===== src/rtl/sedd_fifo.sv =====
`timescale 1ns / 1ps
// small first-word-fall-through queue between front and back end
// no dependencies

module sedd_fifo #(
    parameter int DW    = 32,
    parameter int DEPTH = 2,
    localparam int PW = (DEPTH > 1) ? $clog2(DEPTH) : 1,
    localparam int CW = $clog2(DEPTH + 1)
) (
    input  logic          i_clk,
    input  logic          i_rst_n,
    input  logic          i_push,
    input  logic [DW-1:0] i_data,
    input  logic          i_pop,
    output logic [DW-1:0] o_data,
    output logic          o_full,
    output logic          o_empty
);

    logic [DW-1:0] r_data [DEPTH];
    logic [PW-1:0] r_wr_ptr;
    logic [PW-1:0] r_rd_ptr;
    logic [CW-1:0] r_count;

    assign o_data  = r_data[r_rd_ptr];
    assign o_full  = (r_count == CW'(DEPTH));
    assign o_empty = (r_count == '0);

    always_ff @(posedge i_clk) begin
        if (i_push) begin
            r_data[r_wr_ptr] <= i_data;
        end
    end

    always_ff @(posedge i_clk) begin
        if (!i_rst_n) begin
            r_wr_ptr <= '0;
            r_rd_ptr <= '0;
            r_count  <= '0;
        end else begin
            if (i_push) begin
                r_wr_ptr <= (r_wr_ptr == PW'(DEPTH - 1)) ? '0 : (r_wr_ptr + 1'b1);
            end
            if (i_pop) begin
                r_rd_ptr <= (r_rd_ptr == PW'(DEPTH - 1)) ? '0 : (r_rd_ptr + 1'b1);
            end
            case ({i_push, i_pop})
                2'b10:   r_count <= r_count + 1'b1;
                2'b01:   r_count <= r_count - 1'b1;
                default: r_count <= r_count;
            endcase
        end
    end

endmodule


===== config.mk =====
export PLATFORM = sky130hd
export DESIGN_NAME = sedd_fifo
export DESIGN_NICKNAME = d
export VERILOG_FILES = /design/src/rtl/sedd_fifo.sv
export SDC_FILE = /design/constraint.sdc
export NUM_CORES = 1
export LEC_CHECK = 0
export BUFFER_PORTS_ARGS = -buffer_cell sky130_fd_sc_hd__buf_2
export CORE_ASPECT_RATIO = 0.8
export CORE_MARGIN = 2
export CORE_UTILIZATION = 27
export CTS_BUF_LIST = sky130_fd_sc_hd__clkbuf_4 sky130_fd_sc_hd__clkbuf_8
export CTS_CLUSTER_SIZE = 16
export DETAILED_ROUTE_END_ITERATION = 16
export GPL_ROUTABILITY_DRIVEN = 0
export GPL_TIMING_DRIVEN = 0
export HOLD_SLACK_MARGIN = 0.1
export PLACE_DENSITY = 0.45
export SLEW_MARGIN = 10
export SYNTH_ARGS = -nofsm -noshare
export SYNTH_HDL_FRONTEND = slang
export SYNTH_SLANG_ARGS = --single-unit

===== constraint.sdc =====
create_clock -name i_clk -period 3.2 [get_ports i_clk]
set_input_delay 0.8 -clock i_clk [delete_from_list [all_inputs] [get_ports i_clk]]
set_output_delay 0.8 -clock i_clk [all_outputs]
set_load 0.005 [all_outputs]

==> results of run 1 <==
[how the worst max path moves through the flow]
| stage | startpoint | to | slack (ns) | cells after the start |
|---|---|---|---|---|
| floorplan | i_push | r_data[0][0]$_DFFE_PP_ | 0.54 | 2 |
| detailed placement | flip-flop | o_data[4] | 1.08 | 4 |
| global placement | i_push | r_data[0][30]$_DFFE_PP_ | -0.67 | 3 |
| global route | flip-flop | o_data[5] | 0.62 | 4 |
| finish | flip-flop | o_data[4] | 0.77 | 4 |
| CTS | flip-flop | o_data[4] | 0.70 | 4 |
[power groups by stage]
stage	clock (mW)	sequential, mW	combinational (mW)
3_3_place_gp	0	1.07	0.197
6_report	0.646	1.05	0.203
4_1_cts	0.681	1.05	0.210
5_1_grt	0.715	1.06	0.226
3_5_place_dp	0	1.07	0.209
2_1_floorplan	0	1.07	0.105
[layer usage]
layer / up-vias / global-route usage [%]
met5: - / 0
met4: 0 / 3.96
met3: 5 / 4.63
met2: 44 / 13.6
met1: 617 / 13.1
li1: 632 / -
[final cells by class]
| type | count | share of cell area (%) |
|---|---|---|
| clock inverters | 4 | 1.27 |
| repair buffers | 71 | 12.3 |
| plain buffers | 4 | 0.808 |
| multi-input cells | 48 | 14.8 |
| well taps | 115 | 4.43 |
| inverters | 1 | 0.115 |
| clock buffers | 10 | 4.04 |
| flip-flops and latches | 69 | 62.2 |
[through the flow]
| step | instances | setup WS [ns] | total power, mW | cell area [µm²] | utilization [%] |
|---|---|---|---|---|---|
| floorplan | 122 | 0.542 | 1.17 | 2520 | - |
| global placement | 306 | -0.668 | 1.27 | 3010 | 33.2 |
| detailed placement | 308 | 1.08 | 1.28 | 3080 | 33.9 |
| CTS | 322 | 0.702 | 1.94 | 3250 | 35.8 |
| global route | 322 | 0.621 | 2.00 | 3250 | 35.8 |
| finish | 322 | 0.769 | 1.90 | 3250 | 35.8 |
[layout by cell type, fill, tap and decap left out, types with 2 or more instances in the layout]
master / n
sky130_fd_sc_hd__edfxtp_1: 64
sky130_fd_sc_hd__buf_2: 69
sky130_fd_sc_hd__buf_4: 3
sky130_fd_sc_hd__buf_16: 2
sky130_fd_sc_hd__xnor2_1: 2
sky130_fd_sc_hd__mux2_2: 30
sky130_fd_sc_hd__clkbuf_8: 9
sky130_fd_sc_hd__dfxtp_1: 5
sky130_fd_sc_hd__mux2_1: 2
sky130_fd_sc_hd__and2_1: 3
sky130_fd_sc_hd__clkinv_1: 3
[flip-flops by register name, summed over array words and instances, names as in the netlist, named ones only]
name      flops
r_count       2
r_data       64
r_rd_ptr      1
r_wr_ptr      1
[kinds of logic after synthesis]
group           count (synthesis)  synth area share, %
flops                          69                 80.1
mux                            32                 14.3
buf+inv                         5                 1.19
compound gates                  3                0.793
simple gates                    9                 2.13
xor+xnor                        3                 1.04
fa+ha+maj                       1                0.495
[synthesized netlist by cell type]
cell	number	area (µm²)
sky130_fd_sc_hd__and2b_2	1	8.76
sky130_fd_sc_hd__edfxtp_1	64	1920
sky130_fd_sc_hd__nor2b_1	1	6.26
sky130_fd_sc_hd__or3_1	1	6.26
sky130_fd_sc_hd__a21boi_1	1	7.51
sky130_fd_sc_hd__clkbuf_1	1	3.75
sky130_fd_sc_hd__ha_1	1	12.5
sky130_fd_sc_hd__o21a_1	1	7.51
sky130_fd_sc_hd__buf_4	3	22.5
sky130_fd_sc_hd__xnor2_1	2	17.5
sky130_fd_sc_hd__nor2_1	2	7.51
sky130_fd_sc_hd__inv_1	1	3.75
sky130_fd_sc_hd__xor2_1	1	8.76
sky130_fd_sc_hd__and2_1	4	25.0
sky130_fd_sc_hd__mux2_2	30	338
sky130_fd_sc_hd__o21ai_0	1	5.00
sky130_fd_sc_hd__dfxtp_1	5	100
sky130_fd_sc_hd__mux2_1	2	22.5
[tightest hold or removal path: cells and delay by family, from the launching register on]
family | cells | cell delay (ns)
compound gates | 2 | 0.14
flops | 1 | 0.33
==> results.txt, run 1 <==
In this run switching power makes up 21.0% of total power. The global-route usage over all layers came out at 9.76%. The number of filler instances in the final layout is 914. The standard-cell row count came out at 31.

The die outline area is 10100 µm². The final layout contains routed wiring with a total length of 4.71 mm. The cts-stage hold buffer count came out at 0. Along the worst hold path, the cell count comes to 2. Internal power comes to 1.50 mW.

The worst hold path endpoint is r_count[1]$_SDFFE_PN0P_. The number of buffers inserted by post-CTS setup repair is 0. The layout-stage area growth over the synthesis result came out at 28.7%.

The clock tree from TritonCTS is yes. The count of yosys warnings during synthesis is 0. The total negative slack for setup checks came out at 0 ns. Dividing the detail-routed wire length by the instance count gives 14.6 µm. The sum of met2 wire segment lengths after detailed routing is 2.06 mm. The run finished with clean final reports. The total CTS buffers came out at 9.

The leakage component of the power is 1.22 nW. The detailed router put a total of 2.29 mm of wire on met1. The first-pass iteration count of the detailed router is 4.

The number of global-route vias before repair came out at 1324. The worst setup path is captured at a primary output. The post-route DRC violation count is 0. Entering global routing, the biggest net connects 20 pins. The master cell of the clock root buffer is sky130_fd_sc_hd__clkbuf_8. The final count of negative-setup-slack endpoints came out at 0. The data arrival at the endpoint of the critical path is 1.63 ns. IR analysis of the VDD net gives a maximum drop of 0.231 mV. Clock tree synthesis found a total of 69 sinks. The max-capacitance violation count came out at 0.

The overflow left after global routing came out at 0. Static timing analysis puts the maximum clock frequency at 0.411 GHz. The final worst hold slack is 0.514 ns. The final antenna diode count came out at 0. The worst register-to-register path begins at r_wr_ptr$_SDFFE_PN0P_. 70 I/O pins were placed.

The number of hold-slack violations in the final timing report is 0. Clock-pin slew was measured on the worst setup and hold paths at 0.07 ns. The class of the tightest hold or removal check is flip-flop to flip-flop.

The count of cell types in the netlist is 18. Across the whole layout, storage elements account for 2020 µm². The initial standard-cell utilization of the core is 27.8%.

The actual transition at the worst max-transition pin is 0.664 ns. After the last flow step, the layout net total stands at 241. Using the TritonRoute via totals, the vias-per-cell ratio works out to 4.03. Setup repair after global routing left no endpoint under its margin. The area of the core region came out at 9080 µm². Routed signal wires occupy layers up through met4. The layout cell share with drive strength beyond 1 came out at 57.0%.

The number of antenna violations at the first check in global routing came out at 0. The maximum fanout encountered on the critical timing path came out at 10. The number of vias in the routed layout came out at 1298. When the netlist entered floorplanning its net count stood at 159. The final number of max-transition violations is 0. The met3 routed wirelength is 284 µm. The clock passes through at most 2 buffers.

The fraction of power consumed by combinational cells is 10.7%. For the final database, setup skew stands at 0.00604 ns. Buffers placed on the I/O ports in this run total 69. For this run, the slowest stage of the critical path takes 0.36 ns.

The area occupied by multi-input gates came out at 482 µm². The data required time of the worst path came out at 2.40 ns. The net load switching power is 0.399 mW. The capturing point of the worst reg2reg path is r_data[0][11]$_DFFE_PP_. The final critical path time including I/O delays and setup is 2.43 ns. The clock power share is 34.0%.

The final HPWL from detailed placement came out at 3.18 mm. The number of buffer and inverter stages on the critical path is 3. The count of antenna-violating nets left after detailed routing is 0. Dividing the synthesized area by the synthesized cell count gives 20.7 µm².

The critical path in this run is classified as flip-flop to primary output. Walking the worst path, the cells encountered are clkbuf_1, buf_4, mux2_2, buf_2. The sequential area share after synthesis is 80.1%.

The netlist area before placement is 2520 µm². The kind of launch point of the worst setup path is a flip-flop. In the finished design, the share of the clock period the worst path needs comes to 76.0%. The number of instances resized during post-cts repair is 0. The reg2reg setup slack is 1.79 ns. In this run, synthesis produced a sequential element count of 69. The cell count after synthesis came out at 122. CTS built an H-tree with a depth of 3.

After the first detailed-routing iteration, the DRC count stood at 26. The number of cells on the worst reg-to-reg path is 2. The horizontal die dimension came out at 112 µm. The global-route wire length before repair came out at 7.31 mm. Among cell families on the critical path, the largest total delay comes from buffers and inverters. The tightest slew margin relative to the limit is 55.6%. The portion of total power attributed to sequential cells is 55.4%.

For this design, the slowest cell found on the critical path is sky130_fd_sc_hd__mux2_2. The die extent in y came out at 90.5 µm. The total power divided by cell area is 585 nW/µm². The worst hold path startpoint is r_count[1]$_SDFFE_PN0P_.

At the later pin of the worst-skew pair, clock insertion delay measures 0.33 ns.
Note: power is estimated with default switching activity, not from simulation.
==> run 2: changes to the inputs <==
PLACE_DENSITY = 0.46   (was 0.45)
clock period = 2.2 ns   (was 3.2 ns; I/O delays follow)
==> results.txt, run 2 (synthesized netlist as in run 1, its figures left out) <==
The via density per instance came out at 4.11. The upper clock frequency limit is 0.490 GHz. Summed over all nets, wire length on met2 after detailed routing comes to 2.01 mm. The fraction of the core area covered by cells at the end of the flow came out at 35.6%.

After legalization and detailed placement, the total HPWL measured 3.08 mm. Setup repair after global routing left no endpoint under its margin. Net switching is 22.5% of the power. The share of the clock period used by the worst path is 92.8%. The number of hold-slack violations in the final timing report is 0. The number of instances resized during post-cts repair is 2. The layout cell share with drive strength beyond 1 is 58.4%.

The met3 routed wirelength is 301 µm. The number of ports placed on the die boundary came out at 70. After detailed routing, no signal wire sits above met4. The area of the core region is 9080 µm².

The flip-flop count of the largest register after layout is 64. In the final layout, the registers with the most flip-flops are r_data x64, r_count x2. In this run the clock root is driven by a sky130_fd_sc_hd__clkbuf_8. For this design the static power due to leakage is 1.21 nW.

The placement-stage worst setup slack came out at 0.368 ns. The number of antenna violations at the first check in global routing is 0. Once detail routing completed, the nets flagged for antenna violations numbered 0.

Summing all placed instances gives a cell area of 3060 µm². The area occupied by multi-input gates came out at 482 µm². The reg2reg setup slack came out at 0.93 ns.

The average detailed-routed wire length per instance is 14.0 µm. The global-route usage over all layers is 9.33%. The number of buffers on the longest clock path is 2. The capturing point of the worst reg2reg path is r_data[1][30]$_DFFE_PP_. The data required time of the worst path is 1.65 ns. The total CTS buffers came out at 9. The fraction of power consumed by combinational cells came out at 10.9%.

With fillers left out, the area of the finished cells amounts to 3230 µm². The critical path is of the flip-flop to primary output type. The first-pass iteration count of the detailed router is 3. The worst clock skew is 0.00411 ns. The final antenna diode count came out at 0. In the layout the commonest cells are sky130_fd_sc_hd__buf_2 (69), sky130_fd_sc_hd__edfxtp_1 (64), sky130_fd_sc_hd__mux2_2 (30). The tightest slew margin relative to the limit is 74.3%.

The number of global-route vias before repair was 1362. The number of filler instances in the final layout came out at 895. For this block, wires on met1 add up to 2.13 mm.

The kind of launch point of the worst setup path is a flip-flop. The actual transition at the worst max-transition pin is 0.385 ns. The number of cells on the worst reg-to-reg path is 2. The worst path setup slack after routing came out at 0.158 ns. For this design, the CTS-stage hold fixing added 0 buffers.

The maximum fanout encountered on the critical timing path came out at 10. Counting flops per register, the top entry is r_data. The post-route DRC violation count came out at 0.

The endpoint class of the critical path is a primary output. Overall power consumption after layout is estimated at 2.68 mW. The number of nets in the layout is 241. VDD sags by at most 0.249 mV. Subtracting the final worst setup slack from the clock period gives 2.04 ns. The horizontal die dimension came out at 112 µm. The final count of negative-setup-slack endpoints came out at 0. The number of buffers inserted by post-CTS setup repair came out at 0. The CTS clock-pin slew for the worst setup and hold paths is 0.07 ns. The final number of max-transition violations is 0. The die outline area is 10100 µm².

The area taken by flip-flops and latches came out at 2020 µm². The worst register-to-register path begins at r_wr_ptr$_SDFFE_PN0P_. The maximum number of pins on one net before global-route repair came out at 24.

The total internal power came out at 2.08 mW. The portion of total power attributed to sequential cells is 57.0%. The number of H-tree branching levels is 3.

The run finished with clean final reports. TritonCTS built the clock tree. The initial standard-cell utilization of the core is 27.8%.

Data arrives at the worst endpoint at 1.49 ns. The net load switching power came out at 0.604 mW. The die extent in y is 90.5 µm. The number of vias in the routed layout is 1331. The clock insertion delay at the later pin of the skew report is 0.33 ns. Following the worst setup path forward leads to its endpoint at o_data[27]. CTS saw 69 sinks.

The path class of the tightest hold or removal check is primary input to flip-flop. In this run the power density over the cells is 831 nW/µm². The global-route wire length before repair is 7.07 mm.

The DRC violation total after the first TritonRoute iteration is 27. The number of port buffers came out at 69. Across the run, the number of max-cap violations was 0. The final worst hold slack came out at 0.401 ns. The overflow left after global routing came out at 0. The share of total power dissipated in the clock network is 32.1%.

The total wirelength of the detailed-routed design is 4.54 mm. The standard-cell row count is 31. Leaving out fill and tap cells, the most frequent cell in the layout is sky130_fd_sc_hd__buf_2.

The layout-stage area growth over the synthesis result is 27.9%.
[run 2: cell types whose count changed in the layout (fill, tap and decap cells not counted), sizes merged]
cell	change
clkinv	+2
bufinv	-1
clkinvlp	+1
[run 2: worst max-delay path, stage by stage (launching register included)]
cell                       delay (ns)
sky130_fd_sc_hd__dfxtp_1         0.31
sky130_fd_sc_hd__clkbuf_2        0.16
sky130_fd_sc_hd__buf_4           0.21
sky130_fd_sc_hd__mux2_2          0.35
sky130_fd_sc_hd__buf_2           0.13
[run 2: how the worst min path moves through the flow]
stage	cells after the start	end	startpoint	slack, ns
floorplan	2	r_count[1]$_SDFFE_PN0P_	r_count[1]$_SDFFE_PN0P_	0.47
global placement	2	r_count[1]$_SDFFE_PN0P_	r_count[1]$_SDFFE_PN0P_	0.49
detailed placement	2	r_count[1]$_SDFFE_PN0P_	r_count[1]$_SDFFE_PN0P_	0.51
CTS	1	r_data[0][9]$_DFFE_PP_	i_data[9]	0.37
global route	1	r_data[1][15]$_DFFE_PP_	i_data[15]	0.38
finish	1	r_data[0][9]$_DFFE_PP_	i_data[9]	0.40
[run 2: layout make-up]
type / instances / area share (%)
inverter: 1 / 0.116
multi-input combinational: 48 / 14.9
sequential: 69 / 62.6
clock inverter: 6 / 0.930
tap: 115 / 4.46
buffer: 4 / 0.969
timing repair buffer: 71 / 11.9
clock buffer: 10 / 4.07
[run 2: per-layer routing]
metal,up-vias,track usage [%]
li1,634,-
met1,644,11.9
met2,43,13.4
met3,10,4.09
met4,0,4.88
met5,-,0
[run 2: power by group through the flow]
stage / clock (mW) / sequential (mW) / combinational (mW)
5_1_grt: 0.956 / 1.54 / 0.324
3_5_place_dp: 0 / 1.56 / 0.298
2_1_floorplan: 0 / 1.56 / 0.154
6_report: 0.861 / 1.53 / 0.292
3_3_place_gp: 0 / 1.56 / 0.287
4_1_cts: 0.906 / 1.53 / 0.302
[run 2: per-stage QoR]
step / setup TNS (ns) / instances
after detailed placement: 0 / 308
final: 0 / 324
after floorplan: 0 / 122
after global routing: 0 / 324
after CTS: 0 / 324
after global placement: -20.27 / 306
