<file path="src/rtl/sedd_pkg.sv">
`timescale 1ns / 1ps
// shared types, constants and arithmetic helpers for the serpentine dither
// no dependencies

package sedd_pkg;

    localparam int WIDTH_REG_W  = 11;
    localparam int HEIGHT_REG_W = 13;
    localparam int CFG_IDX_W    = 1;
    localparam int CFG_DATA_W   = 13;
    localparam int PIX_W        = 8;
    localparam int ERR_W        = 8;

    localparam logic [CFG_IDX_W-1:0] REG_IMAGE_WIDTH  = 1'b0;
    localparam logic [CFG_IDX_W-1:0] REG_IMAGE_HEIGHT = 1'b1;

    // diffusion weights in sixteenths
    localparam logic [3:0] K_AHEAD  = 4'd1;
    localparam logic [3:0] K_ABOVE  = 4'd5;
    localparam logic [3:0] K_BEHIND = 4'd3;
    localparam logic [3:0] K_PRED   = 4'd7;

    localparam logic [PIX_W-1:0] THRESH  = 8'd127;
    localparam logic [PIX_W-1:0] PIX_MAX = 8'd255;

    typedef struct packed {
        logic above;      // a row above exists
        logic behind;     // not the first pixel of the row
        logic has_ahead;  // a pixel follows in this row
        logic row_last;
        logic frame_last;
    } t_flags;

    // err * k / 16, rounded half away from zero
    function automatic logic signed [ERR_W-1:0] diffuse(input logic signed [ERR_W-1:0] err,
                                                        input logic [3:0] k);
        logic signed [12:0] n;
        logic [12:0]        mag;
        logic [12:0]        q;
        logic [7:0]         q8;
        n   = 13'(err) * $signed({9'd0, k});
        mag = n[12] ? 13'(-n) : 13'(n);
        q   = (mag + 13'd8) >> 4;
        q8  = q[7:0];
        return n[12] ? $signed(8'(-q8)) : $signed(q8);
    endfunction

    // add a signed term to a pixel and clamp to 0..255
    function automatic logic [PIX_W-1:0] clamp_add(input logic [PIX_W-1:0] v,
                                                  input logic signed [ERR_W-1:0] t);
        logic signed [9:0] s;
        s = $signed({2'b00, v}) + 10'(t);
        if (s < 10'sd0) begin
            return '0;
        end else if (s > 10'sd255) begin
            return PIX_MAX;
        end else begin
            return s[7:0];
        end
    endfunction

endpackage

</file>
<file path="src/rtl/sedd_front.sv">
`timescale 1ns / 1ps
// front end: configuration registers, serpentine column/row counters,
// per-pixel classification into store addresses and edge flags; uses sedd_pkg

module sedd_front
    import sedd_pkg::*;
#(
    parameter int MAX_WIDTH  = 1024,
    parameter int MAX_HEIGHT = 4096,
    localparam int AW = $clog2(MAX_WIDTH),
    localparam int RW = (MAX_HEIGHT > 1) ? $clog2(MAX_HEIGHT) : 1
) (
    input  logic                  i_clk,
    input  logic                  i_rst_n,
    input  logic                  i_cfg_valid,
    input  logic [CFG_IDX_W-1:0]  i_cfg_index,
    input  logic [CFG_DATA_W-1:0] i_cfg_data,
    input  logic                  i_valid,
    input  logic [PIX_W-1:0]      i_pixel,
    input  logic                  i_queue_full,
    output logic                  o_ready,
    output logic                  o_push,
    output logic [PIX_W-1:0]      o_pixel,
    output logic [AW-1:0]         o_col,
    output logic [AW-1:0]         o_ahead,
    output t_flags                o_flags
);

    logic [WIDTH_REG_W-1:0]  r_width;
    logic [HEIGHT_REG_W-1:0] r_height;
    logic [AW-1:0]           r_col_cnt;
    logic [RW-1:0]           r_row_cnt;

    logic [AW-1:0] w_last_col;
    logic [RW-1:0] w_last_row;
    logic [AW-1:0] w_cnt;
    logic [RW-1:0] w_row;
    logic [AW-1:0] w_col;
    logic          w_rtl;
    logic          w_row_last;
    logic          w_frame_last;
    logic          w_accept;

    // out-of-range sizes act as the nearest legal size
    always_comb begin
        if (r_width == '0) begin
            w_last_col = '0;
        end else if (32'(r_width) > MAX_WIDTH) begin
            w_last_col = AW'(MAX_WIDTH - 1);
        end else begin
            w_last_col = AW'(r_width - 1'b1);
        end
        if (r_height == '0) begin
            w_last_row = '0;
        end else if (32'(r_height) > MAX_HEIGHT) begin
            w_last_row = RW'(MAX_HEIGHT - 1);
        end else begin
            w_last_row = RW'(r_height - 1'b1);
        end
    end

    // counters saturate if the size shrank in mid-frame
    assign w_cnt        = (r_col_cnt > w_last_col) ? w_last_col : r_col_cnt;
    assign w_row        = (r_row_cnt > w_last_row) ? w_last_row : r_row_cnt;
    assign w_rtl        = ~w_row[0];
    assign w_col        = w_rtl ? (w_last_col - w_cnt) : w_cnt;
    assign w_row_last   = (w_cnt == w_last_col);
    assign w_frame_last = w_row_last && (w_row == w_last_row);

    assign o_ready  = ~i_queue_full;
    assign w_accept = i_valid && o_ready;
    assign o_push   = w_accept;
    assign o_pixel  = i_pixel;
    assign o_col    = w_col;
    assign o_ahead  = w_rtl ? (w_col - 1'b1) : (w_col + 1'b1);

    assign o_flags.above      = (w_row != '0);
    assign o_flags.behind     = (w_cnt != '0);
    assign o_flags.has_ahead  = ~w_row_last;
    assign o_flags.row_last   = w_row_last;
    assign o_flags.frame_last = w_frame_last;

    always_ff @(posedge i_clk) begin
        if (!i_rst_n) begin
            r_width   <= WIDTH_REG_W'(256);
            r_height  <= HEIGHT_REG_W'(256);
            r_col_cnt <= '0;
            r_row_cnt <= '0;
        end else begin
            if (i_cfg_valid) begin
                case (i_cfg_index)
                    REG_IMAGE_WIDTH:  r_width  <= i_cfg_data[WIDTH_REG_W-1:0];
                    REG_IMAGE_HEIGHT: r_height <= i_cfg_data[HEIGHT_REG_W-1:0];
                    default: ;
                endcase
            end
            if (w_accept) begin
                if (w_row_last) begin
                    r_col_cnt <= '0;
                    r_row_cnt <= w_frame_last ? '0 : (w_row + 1'b1);
                end else begin
                    r_col_cnt <= w_cnt + 1'b1;
                end
            end
        end
    end

endmodule

</file>
<file path="config.mk">
export PLATFORM = sky130hd
export DESIGN_NAME = sedd_front
export DESIGN_NICKNAME = d
export VERILOG_FILES = /design/src/rtl/sedd_pkg.sv /design/src/rtl/sedd_front.sv
export SDC_FILE = /design/constraint.sdc
export NUM_CORES = 1
export LEC_CHECK = 0
export ABC_AREA = 1
export BUFFER_PORTS_ARGS = -buffer_cell sky130_fd_sc_hd__buf_2
export CORE_MARGIN = 4
export CORE_UTILIZATION = 65
export CTS_CLUSTER_DIAMETER = 100
export DETAILED_ROUTE_END_ITERATION = 8
export PLACE_DENSITY = 0.95
export RECOVER_POWER = 50
export SETUP_SLACK_MARGIN = 0.02
export SYNTH_ARGS = -nofsm -noshare
export SYNTH_HDL_FRONTEND = slang
export SYNTH_SLANG_ARGS = --single-unit
</file>
<file path="constraint.sdc">
create_clock -name i_clk -period 16.05 [get_ports i_clk]
set_input_delay 4.0125 -clock i_clk [delete_from_list [all_inputs] [get_ports i_clk]]
set_output_delay 4.0125 -clock i_clk [all_outputs]
set_load 0.01 [all_outputs]
</file>
==> flow_summary.json, run 1 <==
{
  "finalPower_w": 0.000444,
  "rr_startpoint": "r_width[0]",
  "vdd_drop_max_v": 0.0000502,
  "cts_made_buffers": 5,
  "min_path_cells": 2,
  "slowest_stage": "o21ai_0",
  "slew_viol_final": 0,
  "worstReg2RegEnd": "r_row_cnt[8]",
  "reg2regPathDepth": 26,
  "fin_util_pct": 71.9,
  "viasPerCell": 5.67,
  "crit_path_frequent_cell": "nand2_1",
  "crit_path_start_kind": "flip-flop",
  "tritoncts": "built",
  "place_congestion": 0.918,
  "dieArea_um2": 9210,
  "core_um2": 7370,
  "period_share_pct": 68.4,
  "synth-warning-count": 0,
  "ys_ff_latch": 46,
  "wl_um": 13200,
  "area_delta_synth_final_pct": 5.37,
  "dp.final_hpwl_um": 10500,
  "p_leak_nw": 2.56,
  "avgRoutedWirePerCell_um": 13.7,
  "relSlewSlack_pct": 40.1,
  "clock.fmax_mhz": 91.1,
  "setup_viol": 0,
  "postCtsResizedCells": 0,
  "finalHoldViolations": 0,
  "die_w_um": 96.0,
  "rows": 31,
  "rsz0062_at_grt": "false",
  "period_needed_ns": 10.98,
  "grt_pass1_vias": 4983,
  "post_cts_buffers": 0,
  "nets": 931,
  "final_area_um2": 5300,
  "finalSetupTns_ns": 0,
  "clock-sinks": 46,
  "cts-hold-fix-buffers": 0,
  "path_class": "flip-flop to output pin",
  "drive_gt1_share_pct": 10.9,
  "start_util_pct": 68.3,
  "htreeDepth": 2,
  "setup.worst_path.end_class": "output pin",
  "clock_skew_ns": 0.0133,
  "path_clk_slew_ns": 0.09,
  "grt_overflow": 0,
  "max_stage_delay_ns": 0.71,
  "grt_max_degree": 51,
  "ant_nets": 0,
  "io_pins": 62,
  "min_from": "r_col_cnt[0]",
  "syn_inst": 837,
  "synth.distinct_cells": 40,
  "status": "finished clean",
  "grt_first_pass_wirelength_um": 21600,
  "drv_cap": 0,
  "avgSynthCellArea_um2": 6.01,
  "first_pass_iters": 6,
  "port_buffers": 45,
  "worstPathArrival_ns": 6.96,
  "fill_cells": 636,
  "rrSetupSlack_ns": 9.36,
  "clkLatencyLatePin_ns": 0.31,
  "tightest_slew_ns": 0.890,
  "syn_nets": 910,
  "antenna_found_initial": 0,
  "grtUsageTotal_pct": 29.0,
  "clockBufferDepth": 2,
  "drtIter0Drc": 410,
  "die_h_um": 96.0,
  "n_antenna_cell": 0,
  "root_buffer": "clkbuf_8",
  "synth_area_um2": 5030,
  "min_path_type": "flip-flop to flip-flop",
  "worst_hold_path.endpoint": "r_col_cnt[0]",
  "path_max_fanout": 16,
  "power_density_nw_per_um2": 83.7,
  "ys_seq_area_share_pct": 18.3,
  "post_dp_cell_area_um2": 5180,
  "vias": 5433,
  "worstPathRequired_ns": 12.04,
  "post-route-drc-count": 0
}
## metrics by stage
stage,std cells,setup WS (ns),hold WS [ns]
after CTS,958,5.95,0.495
after floorplan,837,7.22,0.448
after detailed placement,950,6.34,0.481
after global routing,958,4.41,0.515
final,958,5.07,0.492
after global placement,950,6.64,0.470
## cells by family after synthesis
family / count (synthesis) / share of synthesized area (%)
AO/OA/AOI/OAI: 150 / 16.4
XOR/XNOR: 22 / 3.83
buffers and inverters: 144 / 12.4
AND/OR/NAND/NOR: 429 / 37.4
flip-flops: 46 / 18.3
adder cells (fa/ha/maj): 46 / 11.7
## Yosys cell counts, drive strengths merged
library cell,number,area [um^2]
a211oi,2,15.0
a21boi,2,15.0
a21o,2,15.0
a21oi,67,343
buf,22,164
clkbuf,9,33.8
clkinv,3,12.5
dfxtp,46,921
fa,2,40.0
ha,44,551
inv,110,413
nand2,261,1030
nand3,68,370
nand3b,5,37.5
nand4,12,75.1
nor2,69,292
nor3,8,40.0
nor4,4,25.0
o211ai,4,30.0
o21a,1,7.51
o21ai,70,384
o21bai,1,7.51
o31ai,1,7.51
or2,2,12.5
xnor2,4,35.0
xor2,18,158
## routing by layer
| layer | GRT usage (%) | vias up | wire length [um] | part of all wire [%] |
|---|---|---|---|---|
| met5 | 0 | - | 0 | 0 |
| met4 | 10.2 | 0 | 287 | 2.2 |
| met3 | 4.22 | 30 | 891 | 6.8 |
| met2 | 50.4 | 227 | 6150 | 47 |
| met1 | 36.2 | 2435 | 5830 | 44 |
| li1 | - | 2741 | - | - |
## cell type report
type	count	area, um^2	share of cell area (%)
tap	99	124	2.34
timing repair buffer	45	224	4.22
clock inverter	2	60.1	1.13
multi-input combinational	647	3460	65.4
clock buffer	6	82.6	1.56
inverter	113	425	8.02
sequential	46	921	17.4
## worst max-delay path, delay by kind of cell, from the launching register on
| family | cells | cell delay [ns] |
|---|---|---|
| AND/OR/NAND/NOR | 13 | 1.36 |
| adder cells (fa/ha/maj) | 4 | 1.29 |
| flip-flops | 1 | 0.34 |
| AO/OA/AOI/OAI | 9 | 2.62 |
| buffers and inverters | 7 | 1.04 |
## state kept, by name (all words and copies together), names as in the netlist
signal and flops:
r_col_cnt 10, r_height 13, r_row_cnt 12, r_width 11
## power breakdown
group	internal [W]	switching (W)	total [W]	leakage, nW
Sequential	0.000118	0.00000390	0.000122	0.376
Clock	0.0000664	0.0000407	0.000107	0.0714
Combinational	0.0000786	0.000136	0.000214	2.12
Total	0.000263	0.000180	0.000444	2.56
## layout by cell type (no fill, tap or decap), drive strengths merged
| cell | Yosys | final |
|---|---|---|
| xor2 | 18 | 18 |
| o21ai | 70 | 70 |
| nand3 | 68 | 68 |
| xnor2 | 4 | 4 |
| nand3b | 5 | 5 |
| or2 | 2 | 2 |
| a211oi | 2 | 2 |
| nor2 | 69 | 69 |
| nand2 | 261 | 261 |
| bufinv | 0 | 2 |
| buf | 22 | 44 |
| dfxtp | 46 | 46 |
| o21a | 1 | 1 |
| fa | 2 | 2 |
| o211ai | 4 | 4 |
| nand4 | 12 | 12 |
| nor3 | 8 | 8 |
| clkbuf | 9 | 7 |
| ha | 44 | 44 |
| inv | 110 | 110 |
| nor4 | 4 | 4 |
| o21bai | 1 | 1 |
| clkinvlp | 0 | 1 |
| o31ai | 1 | 1 |
| a21boi | 2 | 2 |
| a21o | 2 | 2 |
| clkinv | 3 | 2 |
| a21oi | 67 | 67 |
## worst max-delay path by stage
| stage | to | slack (ns) | from |
|---|---|---|---|
| 6_report | o_ahead[9] | 5.07 | r_width[0] |
| 5_1_grt | o_ahead[9] | 4.41 | r_width[0] |
| 4_1_cts | o_ahead[9] | 5.95 | r_width[0] |
| 3_5_place_dp | o_ahead[9] | 6.34 | r_width[0] |
| 3_3_place_gp | o_ahead[9] | 6.64 | r_width[0] |
| 2_1_floorplan | o_ahead[8] | 7.22 | r_width[0] |
Power figures use the tool's default switching activity.
==> run 2, diff against run 1 <==
Settings changed: CORE_UTILIZATION 65 to 60, PLACE_DENSITY 0.95 to 0.89.
Clock period 16.05 ns to 11 ns, I/O delays scaled along.
==> run 2 against run 1 <==
Non-clock buffer count unchanged. Wire length decreased by 11%. First-iteration DRC count is 15% lower. Power up 44%. Clock-buffer cell count unchanged. Largest power group unchanged.
==> flow_summary.json, run 2 (synthesis gave the netlist of run 1 again) <==
{
  "viasPerCell": 5.36,
  "worstPathRequired_ns": 8.25,
  "crit_path_frequent_cell": "inv_1",
  "drtIter0Drc": 350,
  "vdd_drop_max_v": 0.0000763,
  "layout.cells.non_filler": 964,
  "largestRegisters": "r_height (13), r_row_cnt (12), r_width (11)",
  "ff_latch_area_um2": 921,
  "grt_pass1_vias": 4538,
  "slowest_stage": "o21ai_0",
  "n_antenna_cell": 0,
  "dp.cells": 956,
  "use_met3_pct": 2.66,
  "grtUsageTotal_pct": 23.9,
  "dp.final_hpwl_um": 9380,
  "slew_viol_final": 0,
  "rsz0062_at_grt": "false",
  "grt_use_met1_pct": 33.7,
  "tightest_slew_ns": 0.819,
  "busiest_layer": "met2",
  "post-route-drc-count": 0,
  "clock.fmax_mhz": 109,
  "finalSetupTns_ns": 0,
  "nets": 931,
  "area_delta_synth_final_pct": 5.74,
  "core_um2": 8180,
  "wl_um": 11800,
  "path_class": "flip-flop to output pin",
  "status": "finished clean",
  "start_util_pct": 61.5,
  "power_density_nw_per_um2": 120,
  "grtUsageMet2_pct": 39.4,
  "htreeDepth": 2,
  "clock_skew_ns": 0.0160,
  "final_cell_mix": "nand2_1 (246), inv_1 (105), a21oi_1 (65)",
  "clock-sinks": 46,
  "crit_path_start_kind": "flip-flop",
  "setup.worst_path.end_class": "output pin",
  "dieArea_um2": 9910,
  "max_stage_delay_ns": 0.45,
  "cts-hold-fix-buffers": 0,
  "post_cts_buffers": 0,
  "drv_cap": 0,
  "p_leak_nw": 2.57,
  "avgRoutedWirePerCell_um": 12.2,
  "first_pass_iters": 5,
  "vias": 5170,
  "die_w_um": 99.6,
  "drive_gt1_share_pct": 11.1,
  "rows": 33,
  "worstPathArrival_ns": 6.41,
  "postCtsResizedCells": 0,
  "top_register": "r_height",
  "period_share_pct": 83.3,
  "clkLatencyLatePin_ns": 0.31,
  "setup_viol": 0,
  "cts_made_buffers": 5,
  "finalHoldViolations": 0,
  "multi_input_area_um2": 3480,
  "io_pins": 62,
  "grt_overflow": 0,
  "tritoncts": "built",
  "root_buffer": "clkbuf_8",
  "final_common_cell": "nand2_1",
  "path_clk_slew_ns": 0.09,
  "period_needed_ns": 9.16,
  "min_path_type": "flip-flop to flip-flop",
  "path_max_fanout": 16,
  "port_buffers": 45,
  "largest_register_ffs": 13,
  "place_congestion": 0.948,
  "grt_first_pass_wirelength_um": 19900,
  "antenna_found_initial": 0,
  "ant_nets": 0,
  "relSlewSlack_pct": 45.2,
  "fill_cells": 769,
  "clockBufferDepth": 2,
  "grt_max_degree": 51,
  "die_h_um": 99.6
}
## run 2: changes by cell type in the layout (fill, tap and decap cells not counted)
| cell | delta |
|---|---|
| a21oi_1 | -1 |
| a21oi_2 | +1 |
| buf_2 | -1 |
| clkbuf_1 | +1 |
| clkinv_2 | +1 |
| clkinvlp_2 | -1 |
| nand2_1 | -1 |
| nand2_2 | +1 |
| nand3_1 | +1 |
| nand3_2 | -1 |
| o21ai_0 | -1 |
| o21ai_4 | +1 |
## run 2: per-layer routing
layer	share of wire, %	vias up
met5	0	-
met4	0.94	0
met3	6.2	11
met2	44	145
met1	49	2274
li1	-	2740
## run 2: where the power goes
part,internal (W),switching (W)
clock,0.0000970,0.0000618
combinational,0.000114,0.000187
sequential,0.000173,0.00000532
## run 2: worst paths after layout
check	from	endpoint	slack [ns]	cells past startpoint
min	r_width[1]	r_width[1]	0.48	2
min reg2reg	r_width[1]	r_width[1]	0.48	2
max reg2reg	r_width[0]	r_row_cnt[8]	5.36	26
max	r_width[0]	o_ahead[8]	1.84	31
## run 2: stage by stage
| stage | cell area [um^2] | util [%] | hold slack (ns) | power (W) | setup slack (ns) |
|---|---|---|---|---|---|
| floorplan | 5030 | - | 0.448 | 0.000404 | 3.43 |
| global placement | 5190 | 63.5 | 0.464 | 0.000475 | 2.61 |
| detailed placement | 5190 | 63.5 | 0.470 | 0.000481 | 2.55 |
| CTS | 5330 | 65.2 | 0.483 | 0.000638 | 2.20 |
| global route | 5320 | 65.1 | 0.505 | 0.000687 | 1.25 |
| finish | 5320 | 65.1 | 0.479 | 0.000637 | 1.84 |
## run 2: cell type report
cell class	instances	area share, %
inverters	113	8.00
well taps	105	2.47
flip-flops and latches	46	17.3
multi-input cells	647	65.4
clock buffers	6	1.55
clock inverters	2	1.13
repair buffers	45	4.19
## run 2: worst max-delay path: cells and delay by family (launching register included)
| kind | cells | cell delay, ns |
|---|---|---|
| buf+inv | 8 | 1.07 |
| fa+ha+maj | 4 | 1.31 |
| xor+xnor | 1 | 0.16 |
| simple gates | 7 | 0.98 |
| compound gates | 11 | 2.22 |
| flops | 1 | 0.37 |
